## config.mk

```make
export PLATFORM = sky130hd
export DESIGN_NAME = pdsr_fifo
export DESIGN_NICKNAME = d
export VERILOG_FILES = /design/src/design/pdsr_fifo.sv
export SDC_FILE = /design/constraint.sdc
export NUM_CORES = 1
export LEC_CHECK = 0
export ABC_AREA = 1
export BUFFER_PORTS_ARGS = -buffer_cell sky130_fd_sc_hd__buf_2
export CAP_MARGIN = 20
export CORE_AREA = 2 2 81 83
export DETAILED_ROUTE_END_ITERATION = 10
export DIE_AREA = 0 0 83 85
export PLACE_DENSITY = 0.75
export SYNTH_ARGS = -nofsm -noshare
export SYNTH_HDL_FRONTEND = slang
export SYNTH_SLANG_ARGS = --single-unit
```

## constraint.sdc

```tcl
create_clock -name clk -period 2.7 [get_ports clk]
set_clock_uncertainty 0.1 [all_clocks]
set_input_delay 0.135 -clock clk [delete_from_list [all_inputs] [get_ports clk]]
set_output_delay 0.135 -clock clk [all_outputs]
set_load 0.005 [all_outputs]
```

## src/design/pdsr_fifo.sv

```systemverilog
// ----------------------------------------------------------------------------
// pdsr_fifo
// Small show-ahead queue with occupancy count.
// ----------------------------------------------------------------------------
module pdsr_fifo #(
	parameter int DW    = 8,
	parameter int DEPTH = 8,
	localparam int PW   = $clog2(DEPTH),
	localparam int CW   = $clog2(DEPTH + 1)
) (
	input  logic          clk,
	input  logic          arst_n,
	input  logic          push,
	input  logic [DW-1:0] din,
	input  logic          pop,
	output logic [DW-1:0] dout,
	output logic          empty,
	output logic          full,
	output logic [CW-1:0] count
);

	logic [DW-1:0] store_q [DEPTH];
	logic [PW-1:0] wr_ptr_q;
	logic [PW-1:0] rd_ptr_q;
	logic [CW-1:0] count_q;
	logic          do_push;
	logic          do_pop;

	assign empty   = (count_q == '0);
	assign full    = (count_q == CW'(DEPTH));
	assign count   = count_q;
	assign dout    = store_q[rd_ptr_q];
	assign do_push = push && !full;
	assign do_pop  = pop && !empty;

	always_ff @(posedge clk or negedge arst_n) begin
		if (!arst_n) begin
			wr_ptr_q <= '0;
			rd_ptr_q <= '0;
			count_q  <= '0;
		end else begin
			if (do_push) begin
				wr_ptr_q <= (wr_ptr_q == PW'(DEPTH - 1)) ? '0 : wr_ptr_q + 1'b1;
			end
			if (do_pop) begin
				rd_ptr_q <= (rd_ptr_q == PW'(DEPTH - 1)) ? '0 : rd_ptr_q + 1'b1;
			end
			if (do_push && !do_pop) begin
				count_q <= count_q + 1'b1;
			end else if (do_pop && !do_push) begin
				count_q <= count_q - 1'b1;
			end
		end
	end

	always_ff @(posedge clk) begin
		if (do_push) begin
			store_q[wr_ptr_q] <= din;
		end
	end

endmodule

```

# Yosys cells after proc, flatten, opt, wreduce, memory -nomap -nowiden
# Memory sizes are Yosys's and may differ from the RTL's.
# Cells that the tools add are included.
[totals]
register_bits = 10
ramBits = 64
in_bits = 12
out_inout_bits = 14
elab_cells = 27
mem_count = 1
[mem_list]
columns = ["memory", "depth", "word_bits", "read_ports", "rd_clocked_by_memory_dff", "write_ports", "line", "source"]
rows = [
  ["store_q", 8, 8, 1, 0, 1, "22", "logic [DW-1:0] store_q [DEPTH];"],
]
[classes]
addsub = 4
eq_ne = 3
mux = 6
reduce_logical = 10
[ops]
columns = ["cell", "n"]
rows = [
  ["two-way mux 4 bit", 2],
  ["adder 3 x 1 -> 3 bit, second input constant", 2],
  ["equality test 3 bit, second input constant", 2],
  ["two-way mux 3 bit", 2],
  ["adder 4 x 1 -> 4 bit, second input constant", 1],
  ["equality test 4 bit, second input constant", 1],
  ["logical AND 1 bit", 4],
  ["zero test 1 bit", 4],
  ["zero test 4 bit", 1],
  ["subtractor 4 x 1 -> 4 bit, second input constant", 1],
  ["two-way mux 1 bit", 2],
  ["nonzero test 2 bit", 1],
]

# Depth between registers and ports, before layout
# Gate-level depths: netlist (run 1).
[depth]
depth_word = 7
ltp_mapped = 13
depth_no_buf = 13

# Worst setup path before layout (run 1)
# Ideal clock, no wire load.
[synth_timing]
path_type = "register to register"
startpoint = "register count_q[0], in the netlist count[0]"
endpoint = "register count_q[3], in the netlist count[3]"
setup_time_ns = 0.117
t_arrival_ns = 1.917
t_required_ns = 2.483
path_slack_ns = 0.566
stages_incl_launch_ff = 12
n_path_buf = 0
period_less_slack_ns = 2.134
cell_sequence = "dfrtp_1 > nor2_2 > nand3_1 > nand2_1 > ha_1 > inv_1 > ha_1 > or2_2 > nand2_1 > nand2_1 > nand3_1 > nand2_1"
[synth_between]
elab_chain_len = 6
word_cells_on_any_way = 15
cone_classes = "add/sub (2); eq/ne (1); mux (2); reduce/logical (10)"
[synth_lines]
columns = ["element", "line", "source"]
rows = [
  ["start: declaration", "25", "logic [CW-1:0] count_q;"],
  ["start signal: assignment", "49", "count_q <= count_q + 1'b1;"],
  ["start signal: assignment", "51", "count_q <= count_q - 1'b1;"],
  ["branches (longest 6 deep; another with subtractor 4 x 1 -> 4 bit)", "n/a", ""],
]
# Several ways; the timed one is not identified. The select of a mux whose other input is x is not followed.
# A chain may end at the register's enable or synchronous reset.

# Worst setup path in the final report (run 1)
# Same ends and word-level chain as after synthesis.

==> summary.md, run 1 <==
| Metric | Value |
|---|---|
| Cell depth of the worst flop-to-flop path | `11` |
| Routed len/inst | `14.73 um` |
| Critical Path End Type | `register` |
| CORE AREA | `around 6200 um^2` |
| Worst setup margin | `405.7 ps` |
| Post-CTS Resized | `0` |
| Root Buffer | `clkbuf_8` |
| Final worst-path cycle share | `84.97%` |
| Vertical die dimension | `85 um` |
| Dominant register cell in the synthesized netlist | `edfxtp_1` |
| Synth Area in XOR/XNOR | `less than 1%` |
| CTS clk-pin slew, worst paths | `about 70 ps` |
| Finish-stage setup viols | `0` |
| Register area | `around 2200 um^2` |
| Mapped Cells | `302` |
| Initial Utilization | `between 50% and 60%` |
| Area leader, netlist | `edfxtp_1` |
| Final min period | `2294 ps` |
| Area of the mapped netlist | `3269 um^2` |
| Most Crowded Layer GR | `met2` |
| Placed cell areas | `~3500 um^2` |
| GRT Overall Usage | `18.70%` |
| Post-synthesis mux area share | `0%` |
| Post-synthesis simple-gate area fraction | `18.37%` |
| Count leader, synth | `nand2_1` |
| Setup TNS | `0 ps` |
| Top cells by count, synth | `nand2_1, edfxtp_1, nor2_1` |
| Final GP Congestion | `~0.81` |
| Post-synthesis compound-gate area fraction | `5.970%` |
| Vias | `between 2000 and 2500` |
| Total Routed Length | `around 6300 um` |
| Crit path DAT | `roughly 2400 ps` |
| Fmax | `~440 MHz` |
| Critical path startpoint | `count[0]` |
| Post-synth cell types | `23` |
| Post-DP HPWL | `roughly 3900 um` |
| Largest net degree at the start of global routing | `34` |
| Row count | `29` |
| FF-to-FF setup slack | `410 ps` |
| CTS buffer count | `9` |
| Critical path peak fanout | `6` |
| Global-route wire length before repair | `between 9000 and 10000 um` |
| Port Buffers | `25` |
| Initial DRC count | `153` |
| Met2 GRT Util | `29.69%` |
| Worst-Margin Slew | `470.1 ps` |
| EDFF count, synth | `64` |
| DRC violations left | `0` |
| Post-synthesis adder-cell area fraction | `about 3.3%` |
| Layout cells sized above 1 | `16.71%` |
| Setup Buffers After CTS | `0` |
| Total Nets Final | `between 300 and 400` |
| Number of diodes | `0` |
| Post-Place Worst Slack | `405.7 ps` |
| Type of the worst setup path | `register to register` |
| Clk_lat worst skew | `340 ps` |
| Post-synthesis async set-or-reset flop share | `13.51%` |
| Initial DRT Pass Iterations | `4` |
| Pleak | `1.609 nW` |
| Critical Path RT | `2840 ps` |
| Register area share after synthesis | `66.44%` |
| Worst VDD drop | `0.5942 mV` |
| Routed vias/inst | `slightly above 5` |
| Hold WC Path Type | `input port to asynchronous set/reset pin` |
| Outcome | `finished clean` |
| Largest family of logic cells by synthesized area | `simple AND/OR/NAND/NOR gates` |
| Worst R2R Start | `count[0]` |
| Area contributors post-synth | `edfxtp_1, nand2_1, dfrtp_1` |
| Fillers | `roughly 480` |
| Max-cap viol count | `0` |
| Worst rel slew slack | `68.66%` |
| IO Pins | `26` |
| Synth warn | `0` |
| Fin. max-slew vios | `0` |
| PwrDens | `roughly 1100 nW/um^2` |
| Vias in the first global route | `2092` |
| Area share of the largest cell type after synthesis | `58.78%` |
| Design Area, Final | `3825 um^2` |
| GR Util met1 | `24.16%` |
| Syn_nets | `between 300 and 400` |
| Routed Antenna Nets | `0` |
| H-tree Lvls | `3` |
| Multi-input gate area | `920.9 um^2` |
| Crit start category | `register` |
| Met3 usage | `3.794%` |
| P&R area growth vs syn | `16.99%` |
| CTS tree | `built` |
| Die ar. | `a little over 7000 um^2` |
| Avg Cell Area, Syn | `10.83 um^2` |
| Tot Pwr | `4.153 mW` |
| RSZ-0062 raised after global routing | `false` |
| CTS sink count | `74` |
| Final hold vios | `0` |
| Clock Tree Buf Depth | `2` |
| Overflow after GRT | `0` |
| Seq cells post-synth | `74` |
| Final hold slack | `75.10 ps` |
| Crit path to | `count[3]` |
| Die X | `83 um` |
| FF-to-FF End | `count[3]` |
| Antenna violations before repair | `0` |
==> critical path, stage by stage, from the launching register on <==
cell	delay, ps
dfrtp_1	470
nor2_2	170
nand3_1	110
nand2_1	170
ha_1	190
inv_1	100
ha_1	340
or2_2	310
nand2_1	70
nand2_1	50
nand3_1	70
nand2_1	50
==> area by class of cell <==
type | count | share of cell area (%)
sequential | 74 | 56.79
multi-input combinational | 202 | 24.08
timing repair buffer | 46 | 8.113
clock inverter | 6 | 3.369
clock buffer | 10 | 3.337
tap | 77 | 2.519
inverter | 15 | 1.799
==> metal layers <==
layer  wire (um)  vias to the layer above
met5           0                        -
met3         319                       10
met4         107                        0
met1        2859                     1008
met2        3046                       63
li1            -                     1100
==> cell usage in the layout, fill, tap and decap left out <==
cell type,n
edfxtp_1,64
nand3_1,4
buf_2,25
nor2_1,25
a21oi_1,1
o21ai_1,17
nand2_1,117
clkbuf_1,1
buf_4,10
xnor2_1,2
nand3_2,1
nand2_2,3
inv_2,1
fa_1,1
inv_1,12
clkbuf_8,9
clkinv_1,1
bufinv_16,4
clkinv_4,1
nor2_2,1
ha_1,7
clkinv_2,1
or2_2,2
dfrtp_1,10
o21ai_0,21
inv_8,1
dlygate4sd3_1,11
==> flip-flops by register name (all words and copies together), names as in the netlist <==
name / flops
store_q: 64
count: 4
rd_ptr_q: 3
wr_ptr_q: 3
==> through the flow <==
| stage | instances | util (%) |
|---|---|---|
| global placement | 403 | 55.74 |
| CTS | 430 | 61.65 |
| global route | 430 | 61.65 |
| detailed placement | 403 | 55.74 |
| finish | 430 | 61.65 |
| floorplan | 302 | - |
==> power breakdown <==
part	switching (mW)	leakage, nW	internal [mW]	total [mW]
combinational	0.883	0.779	0.545	1.43
sequential	0.182	0.703	1.46	1.64
clock	0.381	0.128	0.703	1.08
total	1.45	1.61	2.71	4.15
==> kinds of logic after synthesis <==
logic type      count (synthesis)
compound gates                 39
xor+xnor                        2
fa+ha+maj                       8
buf+inv                        26
flops                          74
simple gates                  153
==> how the worst min path moves through the flow <==
stage,endpoint,cells after the start,slack [ps],start
after CTS,wr_ptr_q[0],2,60,arst_n
after global routing,wr_ptr_q[0],2,100,arst_n
after floorplan,count[0],0,-260,arst_n
after detailed placement,wr_ptr_q[2],1,-90,arst_n
after global placement,wr_ptr_q[2],1,-90,arst_n
final,wr_ptr_q[1],2,80,arst_n
==> timing repair <==
item                                   4_1_cts  5_1_grt
hold buffers                                11        0
endpoints found under the hold margin       76        0
setup endpoints to repair                    0        0
No activity file was read; power rests on OpenSTA's default activity.
==> run 2, diff against run 1 <==
==> config.mk (replaced) <==
export PLATFORM = sky130hd
export DESIGN_NAME = pdsr_fifo
export DESIGN_NICKNAME = d
export VERILOG_FILES = /design/src/design/pdsr_fifo.sv
export SDC_FILE = /design/constraint.sdc
export NUM_CORES = 1
export LEC_CHECK = 0
export ABC_AREA = 0
export BUFFER_PORTS_ARGS = -buffer_cell sky130_fd_sc_hd__buf_2
export CAP_MARGIN = 20
export CORE_AREA = 2 2 79 81
export DETAILED_ROUTE_END_ITERATION = 10
export DIE_AREA = 0 0 81 83
export PLACE_DENSITY = 0.76
export SYNTH_ARGS = -nofsm -noshare
export SYNTH_HDL_FRONTEND = slang
export SYNTH_SLANG_ARGS = --single-unit
==> constraint.sdc (replaced) <==
create_clock -name clk -period 2.3 [get_ports clk]
set_clock_uncertainty 0.1 [all_clocks]
set_input_delay 0.115 -clock clk [delete_from_list [all_inputs] [get_ports clk]]
set_output_delay 0.115 -clock clk [all_outputs]
set_load 0.005 [all_outputs]
==> summary.md, run 2 <==
| Metric | Value |
|---|---|
| Placed cell areas | `3501 um^2 (+1.2%)` |
| Post-DP HPWL | `3862 um (-1.6%)` |
| Design Area, Final | `3789 um^2 (-0.95%)` |
| Overflow after GRT | `0 (unchanged)` |
| Most frequent cells in the layout | `edfxtp_1, buf_2, buf_4, mux4_2, mux2_4` |
| Initial DRC count | `46 (-70%)` |
| Initial DRT Pass Iterations | `4 (unchanged)` |
| Vertical die dimension | `83 um (-2.4%)` |
| Largest net degree at the start of global routing | `20 (-41%)` |
| FF-to-FF End | `count[3]` |
| Clock Tree Buf Depth | `2 (unchanged)` |
| Row count | `28 (-3.4%)` |
| Worst setup margin | `-127.8 ps (-533.5 ps)` |
| Crit path to | `count[3]` |
| Fin. max-slew vios | `0 (unchanged)` |
| Total Nets Final | `239 (-35%)` |
| Biggest cell delay along the critical path | `580 ps (+110 ps)` |
| Multi-input gate area | `958.4 um^2 (+4.1%)` |
| RSZ-0062 raised after global routing | `true` |
| PwrDens | `1217 nW/um^2 (+12%)` |
| Finish-stage setup viols | `2 (+2)` |
| CP Cell Sequence | `or4b_4 -> nand2_8 -> inv_4 -> ha_4 -> inv_4 -> ha_4 -> or4_4 -> o211ai_1 -> o211ai_1` |
| Syn_nets | `179 (-44%)` |
| Seq cells post-synth | `74 (unchanged)` |
| Worst Path Buf+Inv | `2 (+1)` |
| Antenna violations before repair | `0 (unchanged)` |
| CTS sink count | `74 (unchanged)` |
| Critical Path End Type | `register` |
| Worst VDD drop | `0.6588 mV (+11%)` |
| Layout cells sized above 1 | `43.95% (+27 points)` |
| Final worst-path cycle share | `105.6% (+21 points)` |
| CTS clk-pin slew, worst paths | `70 ps (about the same)` |
| Register area share after synthesis | `68.70% (+2.3 points)` |
| Routed Antenna Nets | `0 (unchanged)` |
| DRC violations left | `0 (unchanged)` |
| Critical path peak fanout | `2 (-4)` |
| Vias | `1673 (-23%)` |
| Setup TNS | `-147.1 ps (-147.1 ps)` |
| Initial Utilization | `54.37% (+1.7 points)` |
| CTS buffer count | `9 (unchanged)` |
| Slowest stage cell, crit path | `or4b_4` |
| Post-synth cell types | `34 (+48%)` |
| Cell depth of the worst flop-to-flop path | `9 (-2)` |
| Total Routed Length | `5986 um (-5.5%)` |
| IO Pins | `26 (unchanged)` |
| Hold WC Path Type | `input port to asynchronous set/reset pin` |
| Fillers | `440 (-8.1%)` |
| Critical Path RT | `2430 ps (-410 ps)` |
| Pleak | `1.382 nW (-14%)` |
| Post-synthesis async set-or-reset flop share | `13.51% (unchanged)` |
| CORE AREA | `5816 um^2 (-6.3%)` |
| Commonest non-fill, non-tap cell in the layout | `edfxtp_1` |
| FF-to-FF setup slack | `-130 ps (-530 ps)` |
| P&R area growth vs syn | `19.83%` |
| Final min period | `2428 ps (+133.5 ps)` |
| Clk_lat worst skew | `340 ps (about the same)` |
| Worst-Margin Slew | `959.0 ps (+488.9 ps)` |
| Synth warn | `0 (unchanged)` |
| Die ar. | `6723 um^2 (-4.7%)` |
| Tot Pwr | `4.612 mW (+11%)` |
| Worst R2R Start | `count[0]` |
| Count leader, synth | `edfxtp_1` |
| GRT Overall Usage | `19.72% (+1.0 points)` |
| EDFF count, synth | `64 (unchanged)` |
| Fmax | `411.9 MHz (-5.5%)` |
| Max FFs per register | `64 (unchanged)` |
| Routed len/inst | `20.09 um (+36%)` |
| Die X | `81 um (-2.4%)` |
| CTS tree | `built` |
| Avg Cell Area, Syn | `19.89 um^2 (+84%)` |
| Final hold vios | `0 (unchanged)` |
| Area of the mapped netlist | `3162 um^2 (-3.3%)` |
| Area leader, netlist | `edfxtp_1` |
| Global-route wire length before repair | `9370 um (-5.2%)` |
| Final hold slack | `73.65 ps (-1.448 ps)` |
| Register area | `2176 um^2 (+0.17%)` |
| Final core occ | `65.15% (+3.5 points)` |
| Routed vias/inst | `5.614 (+11%)` |
| Critical path startpoint | `count[0]` |
| Dominant register cell in the synthesized netlist | `edfxtp_1` |
| Outcome | `complete, but fails checks` |
| Violated checks | `negative setup slack` |
| Type of the worst setup path | `register to register` |
| Area contributors post-synth | `edfxtp_1, mux4_2, dfrtp_1` |
| Top reg by flops | `store_q` |
| Final GP Congestion | `0.7536 (-7.0%)` |
| Top cells by count, synth | `edfxtp_1, mux4_2, mux2_4` |
| Root Buffer | `clkbuf_8` |
| Worst rel slew slack | `35.83% (-33 points)` |
| H-tree Lvls | `3 (unchanged)` |
| Max-cap viol count | `0 (unchanged)` |
| Crit start category | `register` |
| Number of diodes | `0 (unchanged)` |
| Crit path DAT | `2550 ps (+120 ps)` |
| Vias in the first global route | `1828 (-13%)` |
| Area share of the largest cell type after synthesis | `60.78% (+2.0 points)` |
| Family with the most delay on the worst path | `simple AND/OR/NAND/NOR gates` |
| Mapped Cells | `159 (-47%)` |
| Crit path depth | `9 (-2)` |
| Port Buffers | `25 (unchanged)` |
## run 2: cell types whose count changed after synthesis, moves of 3 or more
cell,change
buf_4,-3
buf_6,-3
inv_1,-9
mux2_4,+11
mux4_2,+15
nand2_1,-113
nand2_2,-3
nand2b_1,+3
nor2_1,-21
nor3_1,+6
o21ai_0,-19
o21ai_1,-17
## run 2: final cells by class
cell class	instances	share of cell area [%]
multi-input combinational	76	25.30
clock buffer	10	3.369
tap	75	2.477
inverter	3	0.4293
clock inverter	5	0.8587
timing repair buffer	55	10.14
sequential	74	57.43
## run 2: stage by stage
step	setup slack [ps]	cells
3_3_place_gp	-58.30	271
2_1_floorplan	-226.8	159
3_5_place_dp	-153.4	271
4_1_cts	-120.3	297
6_report	-127.8	298
5_1_grt	-192.6	298
## run 2: report_power, final
| group | switching, mW | internal (mW) |
|---|---|---|
| clock network | 0.451 | 0.381 |
| registers | 0.166 | 1.74 |
| logic | 0.830 | 1.05 |
## run 2: repair_timing
action	in CTS	in global routing
hold endpoints to repair	74	0
setup endpoints to repair	2	4
pin swaps	6	1
hold buffers	9	0
resized for setup	1	3
setup buffers	2	1
## run 2: cell families after synthesis
kind of cell,Yosys count,share of synthesized area (%)
flops,74,68.70
compound gates,9,2.572
mux,30,17.77
fa+ha+maj,8,3.403
xor+xnor,2,0.5541
buf+inv,9,1.899
simple gates,27,5.105
## run 2: how the worst min path moves through the flow
stage | from | to | cells past startpoint
6_report | arst_n | count[3] | 2
2_1_floorplan | arst_n | count[0] | 0
3_5_place_dp | arst_n | count[3] | 1
4_1_cts | arst_n | count[3] | 2
3_3_place_gp | arst_n | rd_ptr_q[0] | 1
5_1_grt | arst_n | rd_ptr_q[1] | 2
## run 2: metal layers
layer	GRT usage (%)	wire [um]	share of wire, %
met5	0	0	0
met4	11.09	188	3.1
met3	3.913	231	3.9
met2	31.63	3151	53
met1	24.81	2416	40
